### src/hdl/assert_macros.svh
// ----------------------------------------------------------------------------
// Assertion macros
// Shared concurrent-assertion forms; each expects clk and rst_n in scope.
// ----------------------------------------------------------------------------
`ifndef ASSERT_MACROS_SVH
`define ASSERT_MACROS_SVH

// Same-cycle implication, disabled while reset is held.
`define ASSERT_IMPLIES(lbl, ante, cons, msg) \
  lbl: assert property (@(posedge clk) disable iff (!rst_n) (ante) |-> (cons)) \
    else $error(msg);

// Next-cycle implication, disabled while reset is held.
`define ASSERT_NEXT(lbl, ante, cons, msg) \
  lbl: assert property (@(posedge clk) disable iff (!rst_n) (ante) |=> (cons)) \
    else $error(msg);

`endif

### src/hdl/sau_pkg.sv
// ----------------------------------------------------------------------------
// sau_pkg
// Constants and sideband type shared by the sigmoid pipeline modules.
// ----------------------------------------------------------------------------
`default_nettype none

package sau_pkg;

  localparam int DEF_IN_WIDTH  = 16;
  localparam int DEF_OUT_WIDTH = 16;

  // Fraction bits of the internal exp datapath
  localparam int QF = 30;

  localparam int A_W = 32;  // |x| in Q.28, up to 8.0
  localparam int F_W = 28;  // fraction of x*log2(e)
  localparam int K_W = 4;   // integer part of x*log2(e), at most 11
  localparam int R_W = 30;  // reduced argument, below ln 2
  localparam int P_W = 31;  // exp(-r), up to 1.0 in Q.30

  localparam logic [30:0] LOG2E_Q30 = 31'd1549082005;
  localparam logic [29:0] LN2_Q30   = 30'd744261118;
  localparam logic [30:0] ONE_Q30   = 31'h4000_0000;

  localparam int TAYLOR_DEGREE = 9;

  typedef struct packed {
    logic           last;
    logic           neg;
    logic [K_W-1:0] k;
  } sau_tag_t;

endpackage

`default_nettype wire

### src/hdl/sau_exp_term.sv
// ----------------------------------------------------------------------------
// sau_exp_term
// One nested Taylor step of exp(-r): p <= 1 - round(r * p / DIV_N), 4 stages.
// ----------------------------------------------------------------------------
`default_nettype none

module sau_exp_term #(
  parameter int DIV_N = 1
) (
  input  logic                     clk,
  input  logic                     rst_n,
  input  logic                     en,
  input  logic                     in_valid,
  input  sau_pkg::sau_tag_t        in_tag,
  input  logic [sau_pkg::R_W-1:0]  in_r,
  input  logic [sau_pkg::P_W-1:0]  in_p,
  output logic                     out_valid,
  output sau_pkg::sau_tag_t        out_tag,
  output logic [sau_pkg::R_W-1:0]  out_r,
  output logic [sau_pkg::P_W-1:0]  out_p
);
  import sau_pkg::*;

  localparam int X_W = R_W + P_W;
  localparam int Z_W = X_W - QF;
  localparam int M_W = Z_W + 32;
  localparam logic [X_W-1:0] HALF_DIV = X_W'(DIV_N) << (QF - 1);
  localparam logic [31:0]    RECIP    = 32'(64'hFFFF_FFFF / DIV_N);

  logic               va_r, vb_r, vc_r, vd_r;
  sau_tag_t           ta_r, tb_r, tc_r, td_r;
  logic [R_W-1:0]     ra_r, rb_r, rc_r, rd_r;
  logic [X_W-1:0]     x_r;
  logic [X_W-1:0]     x_sum;
  logic [Z_W-1:0]     z_r, zc_r;
  logic [M_W-1:0]     m_r;
  logic [Z_W-1:0]     q0, rem, term;
  logic [P_W-1:0]     p_r, p_nxt;

  assign x_sum = x_r + HALF_DIV;

  // Quotient estimate is low by at most one; fix it from the remainder
  always_comb begin
    q0    = m_r[M_W-1:32];
    rem   = zc_r - q0 * Z_W'(DIV_N);
    term  = q0 + Z_W'(rem >= Z_W'(DIV_N));
    p_nxt = (term >= Z_W'(ONE_Q30)) ? '0 : P_W'(Z_W'(ONE_Q30) - term);
  end

  always_ff @(posedge clk) begin
    if (!rst_n) begin
      va_r <= 1'b0;
      vb_r <= 1'b0;
      vc_r <= 1'b0;
      vd_r <= 1'b0;
    end else if (en) begin
      va_r <= in_valid;
      vb_r <= va_r;
      vc_r <= vb_r;
      vd_r <= vc_r;
    end
  end

  always_ff @(posedge clk) begin
    if (en) begin
      ta_r <= in_tag;
      ra_r <= in_r;
      x_r  <= X_W'(in_r) * X_W'(in_p);
      tb_r <= ta_r;
      rb_r <= ra_r;
      z_r  <= x_sum[X_W-1:QF];
      tc_r <= tb_r;
      rc_r <= rb_r;
      zc_r <= z_r;
      m_r  <= M_W'(z_r) * M_W'(RECIP);
      td_r <= tc_r;
      rd_r <= rc_r;
      p_r  <= p_nxt;
    end
  end

  assign out_valid = vd_r;
  assign out_tag   = td_r;
  assign out_r     = rd_r;
  assign out_p     = p_r;

endmodule

`default_nettype wire

### config.mk
export PLATFORM = sky130hd
export DESIGN_NAME = sau_exp_term
export DESIGN_NICKNAME = d
export VERILOG_FILES = /design/src/hdl/assert_macros.svh /design/src/hdl/sau_pkg.sv /design/src/hdl/sau_exp_term.sv
export SDC_FILE = /design/constraint.sdc
export NUM_CORES = 2
export LEC_CHECK = 0
export ABC_AREA = 1
export BUFFER_PORTS_ARGS = -buffer_cell sky130_fd_sc_hd__buf_2
export CAP_MARGIN = 5
export CORE_UTILIZATION = 35
export CTS_CLUSTER_DIAMETER = 150
export CTS_CLUSTER_SIZE = 30
export DETAILED_ROUTE_END_ITERATION = 10
export GPL_TIMING_DRIVEN = 0
export SYNTH_ARGS = -nofsm -noshare
export SYNTH_HDL_FRONTEND = slang
export SYNTH_SLANG_ARGS = --single-unit
### constraint.sdc
create_clock -name clk -period 12.3 [get_ports clk]
set_input_delay 1.23 -clock clk [delete_from_list [all_inputs] [get_ports clk]]
set_output_delay 1.23 -clock clk [all_outputs]
set_load 0.01 [all_outputs]
==> flow_summary.toml <==
[outcome]
status = "completed"

[timing]
hold_viol = 0
rsz0062_at_grt = "no"
fin_skew_ps = 38.4
max-slew-margin-rel_pct = 3.91
finalCritPeriodShare_pct = 76.5
finalSetupViolCount = 0
tns_ps = 0
max_freq_ghz = 0.106
slew_viol_final = 0
fin_crit_ps = 9400
max_slew.worst_pin.slew_ps = 1440

[detailed_routing]
routedWlPerCell_um = 20.9
dr.pass1.iters = 7
vias = 45716
drt-initial-drc-count = 3698
routed_via_density = 4.87
drc = 0
ant_nets = 0
routed_wl_um = 196000

[clock_network]
postCtsResizedCells = 0
hold_buffers = 0
clockRootBuffer = "clkbuf_16"
clkSlewWorstSetupHoldPaths_ps = 110
cts_buffers = 16
cts.sinks = 304
clock_tree.buffer_depth = 3
cts_tree = "done"
post-cts-setup-buffer-count = 0
cts_htree_levels = 1
clkLatencyLatePin_ps = 580

[cells_and_area]
final_common_cell = "inv_1"
final_nets = 8865
nFillCells = 17166
drive_gt1_share_pct = 2.47
layout_common_cells = "2023 x inv_1, 1609 x nand2_1, 1060 x fa_1"
synthToLayoutAreaGrowth_pct = 6.78

[synthesis]
syn_nets = 8732
ys_seq_elements = 304
synthArstFlopShare_pct = 0
synth_area_um2 = 58700
yosysWarnings = 0
yosys.cell_types.count = 44
synth_edf_count = 300
synthFlopType = "edfxtp_1"
ys_seq_area_share_pct = 15.5
syn_inst = 7054
syn_area_per_cell_um2 = 8.32

[critical_path]
critical_path_class = "flop to flop"
worstPathCellList = "inv_1 > fa_1 > inv_1 > fa_1 > inv_1 > fa_1 > fa_1 > inv_1 > fa_1 > fa_1 > inv_1 > fa_1 > inv_1 > fa_1 > ha_1 > a21oi_1 > a21boi_0 > o21ai_0 > o21bai_1 > nand2_1 > nand3_1 > a21oi_1 > xnor2_1"
cp_slowest_cell = "fa_1"
path_common_cell = "fa_1"
worstPathArrival_ps = 9730
endpoint_kind = "flop"
cp_slowest_stage_delay_ps = 910
reg2reg_depth = 23
cp_data_required_time_ps = 12630
crit_fanout = 13
start_kind = "flop"

[floorplanning]
core_um2 = 166000
die_h_um = 412
fp.dieArea_um2 = 169000
dieWidth_um = 412
num_rows = 149
start_util_pct = 35.4
ios = 139

[grt]
grt_usage_pct = 23.2
antenna_found_initial = 5
grt_first_pass_wirelength_um = 292000
overflow = 0
grt_max_degree = 123
grt_pass1_vias = 47429

[placement]
place_congestion = 1.04
port-buffer-count = 109
dp_hpwl_um = 166000

[min_path]
hold_depth = 0
worst_hold_path_type = "flop to flop"

[job]
max-cap-violations = 0
-- per-layer routing --
layer | global-route usage (%) | vias up | wire length [µm] | share of wire, %
met3 | 3.84 | 352 | 15600 | 8.0
met1 | 29.4 | 22618 | 78100 | 40
met4 | 9.42 | 8 | 9070 | 4.6
li1 | - | 21001 | - | -
met5 | 0 | - | 42 | 0.021
met2 | 39.2 | 1737 | 93000 | 47
-- critical path: cells and delay by family (launching register included) --
kind | cells | cell delay [ps]
buffers and inverters | 6 | 1220
adders and majority gates | 9 | 5310
and+or+nand+nor | 2 | 230
DFF | 1 | 680
AOI/OAI and AO/OA | 5 | 1570
xor gates and xnor gates | 1 | 120
-- layout make-up --
cell class	count	area, µm²	area share [%]
inverters	2025	7600	12.1
flip-flops and latches	304	9090	14.5
multi-input cells	4537	41300	65.9
clock inverters	6	118	0.188
repair buffers	115	676	1.08
clock buffers	19	443	0.707
diodes	3	7.51	0.0120
plain buffers	188	728	1.16
well taps	2189	2740	4.37
-- sequential cells by signal, summed over array words and instances, names as in the netlist, 6 cells and up --
name	flops
x_r	32
m_r	31
out_p	31
z_r	31
zc_r	31
out_r	30
ra_r	30
rb_r	30
rc_r	30
out_tag	6
ta_r	6
tb_r	6
tc_r	6
-- cell usage after synthesis (all sizes together), types with 2 or more instances --
master,count,area (µm²)
inv,2024,7600
nor4,8,50.1
xor2,99,875
nor2,431,1700
xnor2,53,464
clkbuf,181,679
a21o,29,218
or2,2,12.5
nand3,160,828
a211oi,3,22.5
dfxtp,4,80.1
a31oi,21,131
buf,7,48.8
ha,547,6840
fa,1060,21200
nand2,1615,6080
nand3b,16,120
o21a,17,128
a31o,3,26.3
a21oi,196,981
o21bai,26,195
a21boi,5,37.5
o2111ai,2,17.5
and3,4,25.0
o211ai,7,52.6
o221ai,2,17.5
nor3,45,225
o21ai,128,644
nand4,54,338
a221oi,2,17.5
edfxtp,300,9010
-- cell families after synthesis --
group	share of synthesized area [%]
AND/OR/NAND/NOR	16.0
flip-flops	15.5
adder cells (fa/ha/maj)	47.8
AO/OA/AOI/OAI	4.25
XOR/XNOR	2.28
buffers and inverters	14.2
-- stage by stage --
step                      instance area, µm²  worst slack, ps  cells  hold WS, ps  util [%]
after CTS                              62600             2540   9379          408      37.8
after global placement                 62000             2680   9352          400      37.4
final                                  62700             2900   9386          413      37.8
after floorplan                        58700             4920   7054          400         -
after global routing                   62700             2310   9383          407      37.8
after detailed placement               62100             2570   9354          405      37.4
-- path summary, 6_finish.rpt --
kind            from      end  slack (ps)
min reg2reg  rb_r[6]  rc_r[6]         410
max reg2reg   z_r[4]  m_r[52]        2900
min          rb_r[6]  rc_r[6]         410
max           z_r[4]  m_r[52]        2900
Power is left out: the tool's default activity adds up to more than one toggle a clock period on the data nets, which glitch-free logic cannot reach.
