`config.mk`:
```
export PLATFORM = sky130hd
export DESIGN_NAME = sau_div_pipe
export DESIGN_NICKNAME = d
export VERILOG_FILES = /design/src/hdl/assert_macros.svh /design/src/hdl/sau_pkg.sv /design/src/hdl/sau_div_pipe.sv
export SDC_FILE = /design/constraint.sdc
export NUM_CORES = 2
export LEC_CHECK = 0
export ABC_AREA = 1
export BUFFER_PORTS_ARGS = -buffer_cell sky130_fd_sc_hd__clkbuf_2
export CAP_MARGIN = 25
export CORE_UTILIZATION = 30
export DETAILED_ROUTE_END_ITERATION = 8
export PLACE_DENSITY = 0.54
export SLEW_MARGIN = 30
export SYNTH_ARGS = -nofsm -noshare
export SYNTH_HDL_FRONTEND = slang
export SYNTH_SLANG_ARGS = --single-unit
```
`constraint.sdc`:
```
create_clock -name clk -period 3.3 [get_ports clk]
set_clock_uncertainty 0.1 [all_clocks]
set_input_delay 0.165 -clock clk [delete_from_list [all_inputs] [get_ports clk]]
set_output_delay 0.165 -clock clk [all_outputs]
set_load 0.03 [all_outputs]
```
`src/hdl/assert_macros.svh`:
```
// ----------------------------------------------------------------------------
// Assertion macros
// Shared concurrent-assertion forms; each expects clk and rst_n in scope.
// ----------------------------------------------------------------------------
`ifndef ASSERT_MACROS_SVH
`define ASSERT_MACROS_SVH

// Same-cycle implication, disabled while reset is held.
`define ASSERT_IMPLIES(lbl, ante, cons, msg) \
  lbl: assert property (@(posedge clk) disable iff (!rst_n) (ante) |-> (cons)) \
    else $error(msg);

// Next-cycle implication, disabled while reset is held.
`define ASSERT_NEXT(lbl, ante, cons, msg) \
  lbl: assert property (@(posedge clk) disable iff (!rst_n) (ante) |=> (cons)) \
    else $error(msg);

`endif

```
`src/hdl/sau_pkg.sv`:
```
// ----------------------------------------------------------------------------
// sau_pkg
// Constants and sideband type shared by the sigmoid pipeline modules.
// ----------------------------------------------------------------------------
`default_nettype none

package sau_pkg;

  localparam int DEF_IN_WIDTH  = 16;
  localparam int DEF_OUT_WIDTH = 16;

  // Fraction bits of the internal exp datapath
  localparam int QF = 30;

  localparam int A_W = 32;  // |x| in Q.28, up to 8.0
  localparam int F_W = 28;  // fraction of x*log2(e)
  localparam int K_W = 4;   // integer part of x*log2(e), at most 11
  localparam int R_W = 30;  // reduced argument, below ln 2
  localparam int P_W = 31;  // exp(-r), up to 1.0 in Q.30

  localparam logic [30:0] LOG2E_Q30 = 31'd1549082005;
  localparam logic [29:0] LN2_Q30   = 30'd744261118;
  localparam logic [30:0] ONE_Q30   = 31'h4000_0000;

  localparam int TAYLOR_DEGREE = 9;

  typedef struct packed {
    logic           last;
    logic           neg;
    logic [K_W-1:0] k;
  } sau_tag_t;

endpackage

`default_nettype wire

```
`src/hdl/sau_div_pipe.sv`:
```
// ----------------------------------------------------------------------------
// sau_div_pipe
// Pipelined restoring divider, one quotient bit per stage.
// ----------------------------------------------------------------------------
`default_nettype none

module sau_div_pipe #(
  parameter int OUT_WIDTH = sau_pkg::DEF_OUT_WIDTH
) (
  input  logic                                  clk,
  input  logic                                  rst_n,
  input  logic                                  en,
  input  logic                                  in_valid,
  input  sau_pkg::sau_tag_t                     in_tag,
  input  logic [sau_pkg::QF+OUT_WIDTH:0]        in_num,
  input  logic [31:0]                           in_den,
  output logic                                  out_valid,
  output sau_pkg::sau_tag_t                     out_tag,
  output logic [OUT_WIDTH:0]                    out_q
);
  import sau_pkg::*;

  localparam int STEPS = OUT_WIDTH + 1;
  localparam int NUM_W = QF + OUT_WIDTH + 1;
  localparam int REM_W = 32;

  logic [STEPS-1:0] v_r;
  sau_tag_t         tag_r   [STEPS];
  logic [REM_W-1:0] rem_r   [STEPS];
  logic [REM_W-1:0] den_r   [STEPS];
  logic [STEPS-1:0] sh_r    [STEPS];

  sau_tag_t         tag_in  [STEPS];
  logic [REM_W-1:0] rem_in  [STEPS];
  logic [REM_W-1:0] den_in  [STEPS];
  logic [STEPS-1:0] sh_in   [STEPS];
  logic [REM_W-1:0] trial   [STEPS];
  logic [REM_W-1:0] rem_nxt [STEPS];
  logic [STEPS-1:0] sh_nxt  [STEPS];
  logic [STEPS-1:0] ge;

  // Upper numerator bits seed the remainder; lower bits shift in one a stage
  assign tag_in[0] = in_tag;
  assign rem_in[0] = REM_W'(in_num[NUM_W-1:STEPS]);
  assign den_in[0] = in_den;
  assign sh_in[0]  = in_num[STEPS-1:0];

  for (genvar i = 1; i < STEPS; i++) begin : g_link
    assign tag_in[i] = tag_r[i-1];
    assign rem_in[i] = rem_r[i-1];
    assign den_in[i] = den_r[i-1];
    assign sh_in[i]  = sh_r[i-1];
  end

  always_comb begin
    for (int i = 0; i < STEPS; i++) begin
      trial[i]   = {rem_in[i][REM_W-2:0], sh_in[i][STEPS-1]};
      ge[i]      = trial[i] >= den_in[i];
      rem_nxt[i] = ge[i] ? trial[i] - den_in[i] : trial[i];
      sh_nxt[i]  = {sh_in[i][STEPS-2:0], ge[i]};
    end
  end

  always_ff @(posedge clk) begin
    if (!rst_n) begin
      v_r <= '0;
    end else if (en) begin
      v_r <= {v_r[STEPS-2:0], in_valid};
    end
  end

  always_ff @(posedge clk) begin
    if (en) begin
      for (int i = 0; i < STEPS; i++) begin
        tag_r[i] <= tag_in[i];
        rem_r[i] <= rem_nxt[i];
        den_r[i] <= den_in[i];
        sh_r[i]  <= sh_nxt[i];
      end
    end
  end

  assign out_valid = v_r[STEPS-1];
  assign out_tag   = tag_r[STEPS-1];
  assign out_q     = sh_r[STEPS-1];

endmodule

`default_nettype wire

```
==> impl_metrics.ini <==
[pwr]
power_density_nw_per_um2 = 858
power_frac_seq_pct = 32.3
switching_share_pct = 43.5
power_leakage_nw = 53.2
p_clk_share_pct = 22.6
power.share.combinational_pct = 45.1
p_int_w = 0.0502
p_sw_w = 0.0386
peakVddDrop_mv = 0.430
fin_total_pwr_w = 0.0888

[timing]
rsz0062_at_grt = no
slew-limit-headroom_pct = 47.8
finalMaxSlewViolations = 0
setup_viol = 0
worstMarginPinSlew_ps = 777
min_period_ps = 3030
finalCritPeriodShare_pct = 91.7
hold_violations = 0
maxClockFrequency_mhz = 330
fin_tns_setup_ps = 0

[setup_path]
reg2reg_from = den_r[0][153]
crit_required_ps = 3810
crit_buf_inv = 6
cp_max_fo = 29
critPathKind = in -> reg
worstSetupStartpointType = input port
rrSetupSlack_ps = 270
slowest_delay_ps = 540
arrival_ps = 3530
cp_top_family = buffers and inverters
slowest_stage = dlygate4sd3_1
crit_chain = dlygate4sd3_1 -> clkbuf_2 -> inv_1 -> ha_1 -> fa_1 -> inv_1 -> nand2_1 -> nand2_1 -> nand3_1 -> nand2_2 -> nand2_1 -> nand3_1 -> nand2_1 -> nand2_2 -> inv_2 -> nand2_1 -> nand2_1 -> dlygate4sd3_1
reg2reg_depth = 10
cp-end-kind = register
crit_top_cell = nand2_1
rr_endpoint = rem_r[0][160]

[clocking]
clock_latency_ps = 840
clock_sinks = 1416
cts_made_buffers = 176
htreeDepth = 4
cts.clk_slew.worst_paths_ps = 60
cts-resized-gates = 0
cts_buffer_depth = 4
cts_tree = done
cts_setup_buffers = 0
cts_root_buf = clkbuf_16

[yosys]
synth_flop_cell = edfxtp_1
syn_nets = 12407
syn_inst = 11759
yosysWarnings = 0
synth.lib_cells_used.distinct = 39
synthesis.area_um2 = 90300
syn_area_per_cell_um2 = 7.68
synthArstFlopShare_pct = 0
ys_ff_latch = 1416
yosysSeqAreaShare_pct = 46.9
synth_edf_count = 1399

[global_routing]
grt_use_total_pct = 18.3
grt_max_degree = 103
grt_pass1_vias = 71065
grt_pass1_wl_mm = 422
gr-total-overflow = 0
grt_antenna_before_repair = 5

[routing]
vias = 72644
first_pass_iters = 9
drt-initial-drc-count = 4831
vias_per_cell = 4.46
drt-total-wl_mm = 280
wire_per_inst_um = 17.2
drc = 0
postRouteAntennaNets = 0

[floorplanning]
chipWidth_um = 551
core_um2 = 300000
start_util_pct = 30.2
die_h_um = 551
die-area_um2 = 303000
io_pins = 113
num_rows = 201

[min_path]
hp-class = in -> reg
hold_depth = 4
worstHoldStart = in_num[28]
min_to = rem_r[0][12]

[run_status]
status = finished, final reports clean

[placement]
place.detailed.hpwl_mm = 226
gp_congestion = 0.943
port_buffers = 112

[layout]
multiInputGateArea_um2 = 37600
final_nets = 12831
seqCellArea_um2 = 42400
n_fill_cell = 31636
drive_gt1_share_pct = 4.89
utilization_pct = 34.6
area_delta_synth_final_pct = 14.6

[flow_run]
drv_cap = 0
==> registers in the layout, indices dropped and copies added, names as in the netlist <==
name,flops
rem_r,496
den_r,512
v_r,17
sh_r,289
tag_r,102
==> per-stage QoR <==
stage	setup slack, ps	cells	hold slack, ps	area (um2)
3_3_place_gp	189	15816	244	96100
6_report	273	16276	66.4	104000
2_1_floorplan	943	11759	164	90300
4_1_cts	211	16274	3.54	104000
3_5_place_dp	221	15816	245	96100
5_1_grt	97.5	16275	45.0	104000
==> synthesized netlist by cell type (16+ instances only) <==
library cell / count / area, um2
nand2_1: 4658 / 17500
inv_1: 2530 / 9500
edfxtp_1: 1399 / 42000
nand3_1: 772 / 3860
nor2_1: 695 / 2610
ha_1: 543 / 6790
a21oi_1: 282 / 1410
xor2_1: 217 / 1900
nand4_1: 106 / 663
o21ai_0: 70 / 350
buf_2: 58 / 290
nor3_1: 56 / 280
o21bai_1: 50 / 375
nand2_2: 42 / 263
nand3b_1: 39 / 293
buf_6: 32 / 360
inv_2: 27 / 101
nor2_4: 24 / 270
and3_1: 20 / 125
or2_2: 18 / 113
dfxtp_1: 17 / 340
fa_1: 16 / 320
==> area by class of cell <==
type | count | area share, %
tap | 3958 | 4.78
multi-input combinational | 7679 | 36.3
antenna | 2 | 0.00483
clock buffer | 190 | 4.31
clock inverter | 121 | 1.40
inverter | 2558 | 9.28
sequential | 1416 | 40.9
timing repair buffer | 352 | 2.98
==> worst max-delay path by stage <==
stage	depth (start not counted)	slack [ps]	from	endpoint
4_1_cts	11	210	den_r[0][131]	rem_r[0][160]
6_report	18	270	in_num[16]	rem_r[0][2]
2_1_floorplan	16	940	den_r[0][160]	rem_r[0][198]
3_5_place_dp	11	220	den_r[0][131]	rem_r[0][160]
3_3_place_gp	9	190	den_r[0][159]	rem_r[0][160]
5_1_grt	18	100	in_num[16]	rem_r[0][29]
==> worst min-delay path, stage by stage <==
cell	delay (ps)
dlygate4sd3_1	520
clkbuf_2	120
nand2_1	50
nand2_1	50
==> power by group through the flow <==
stage / sequential (W) / combinational [W] / clock [W]
4_1_cts: 0.0288 / 0.0398 / 0.0206
6_report: 0.0287 / 0.0400 / 0.0200
5_1_grt: 0.0289 / 0.0453 / 0.0213
3_3_place_gp: 0.0292 / 0.0394 / 0
2_1_floorplan: 0.0267 / 0.0289 / 0
3_5_place_dp: 0.0291 / 0.0395 / 0
==> kinds of logic after synthesis <==
family,Yosys count,share of synthesized area (%)
AND/OR/NAND/NOR,6478,29.1
flip-flops,1416,46.9
buffers and inverters,2664,11.5
adder cells (fa/ha/maj),559,7.88
AO/OA/AOI/OAI,422,2.53
XOR/XNOR,220,2.13
==> cells in the final DEF, fill, tap and decap left out, types with 5 or more instances in the layout <==
cell type	n
or2_1	7
nor2_4	24
edfxtp_1	1399
xor2_1	217
nand3_1	772
clkbuf_2	111
buf_4	66
clkinv_4	5
dlygate4sd3_1	147
o21ai_0	70
and2_1	15
clkbuf_1	14
inv_2	27
bufinv_16	29
nor3_1	56
clkinv_1	31
ha_1	543
clkinv_2	27
o21bai_1	50
nand2_1	4658
inv_1	2530
nor2_2	12
nand4_1	106
buf_12	28
inv_6	7
nand2_2	42
and3_1	20
fa_1	16
clkbuf_16	176
nor2_1	695
a21boi_0	14
nand3b_1	39
dfxtp_1	17
or2_0	7
or2_2	18
a21oi_1	282
clkinvlp_4	16
==> layer usage <==
layer  wire length [um]  part of all wire (%)  GRT usage, %  up-vias
met2             138000                    49          33.1     1638
met5                 10                0.0036             0        -
met1             115000                    41          21.3    32993
met3              10100                   3.6          1.82      597
li1                   -                     -             -    37414
met4              16500                   5.9          9.60        2
==> what timing repair did <==
action | 4_1_cts | 5_1_grt
hold buffers | 147 | 0
setup endpoints to repair | 0 | 0
hold endpoints to repair | 272 | 0
Note: power is estimated with default switching activity, not from simulation.
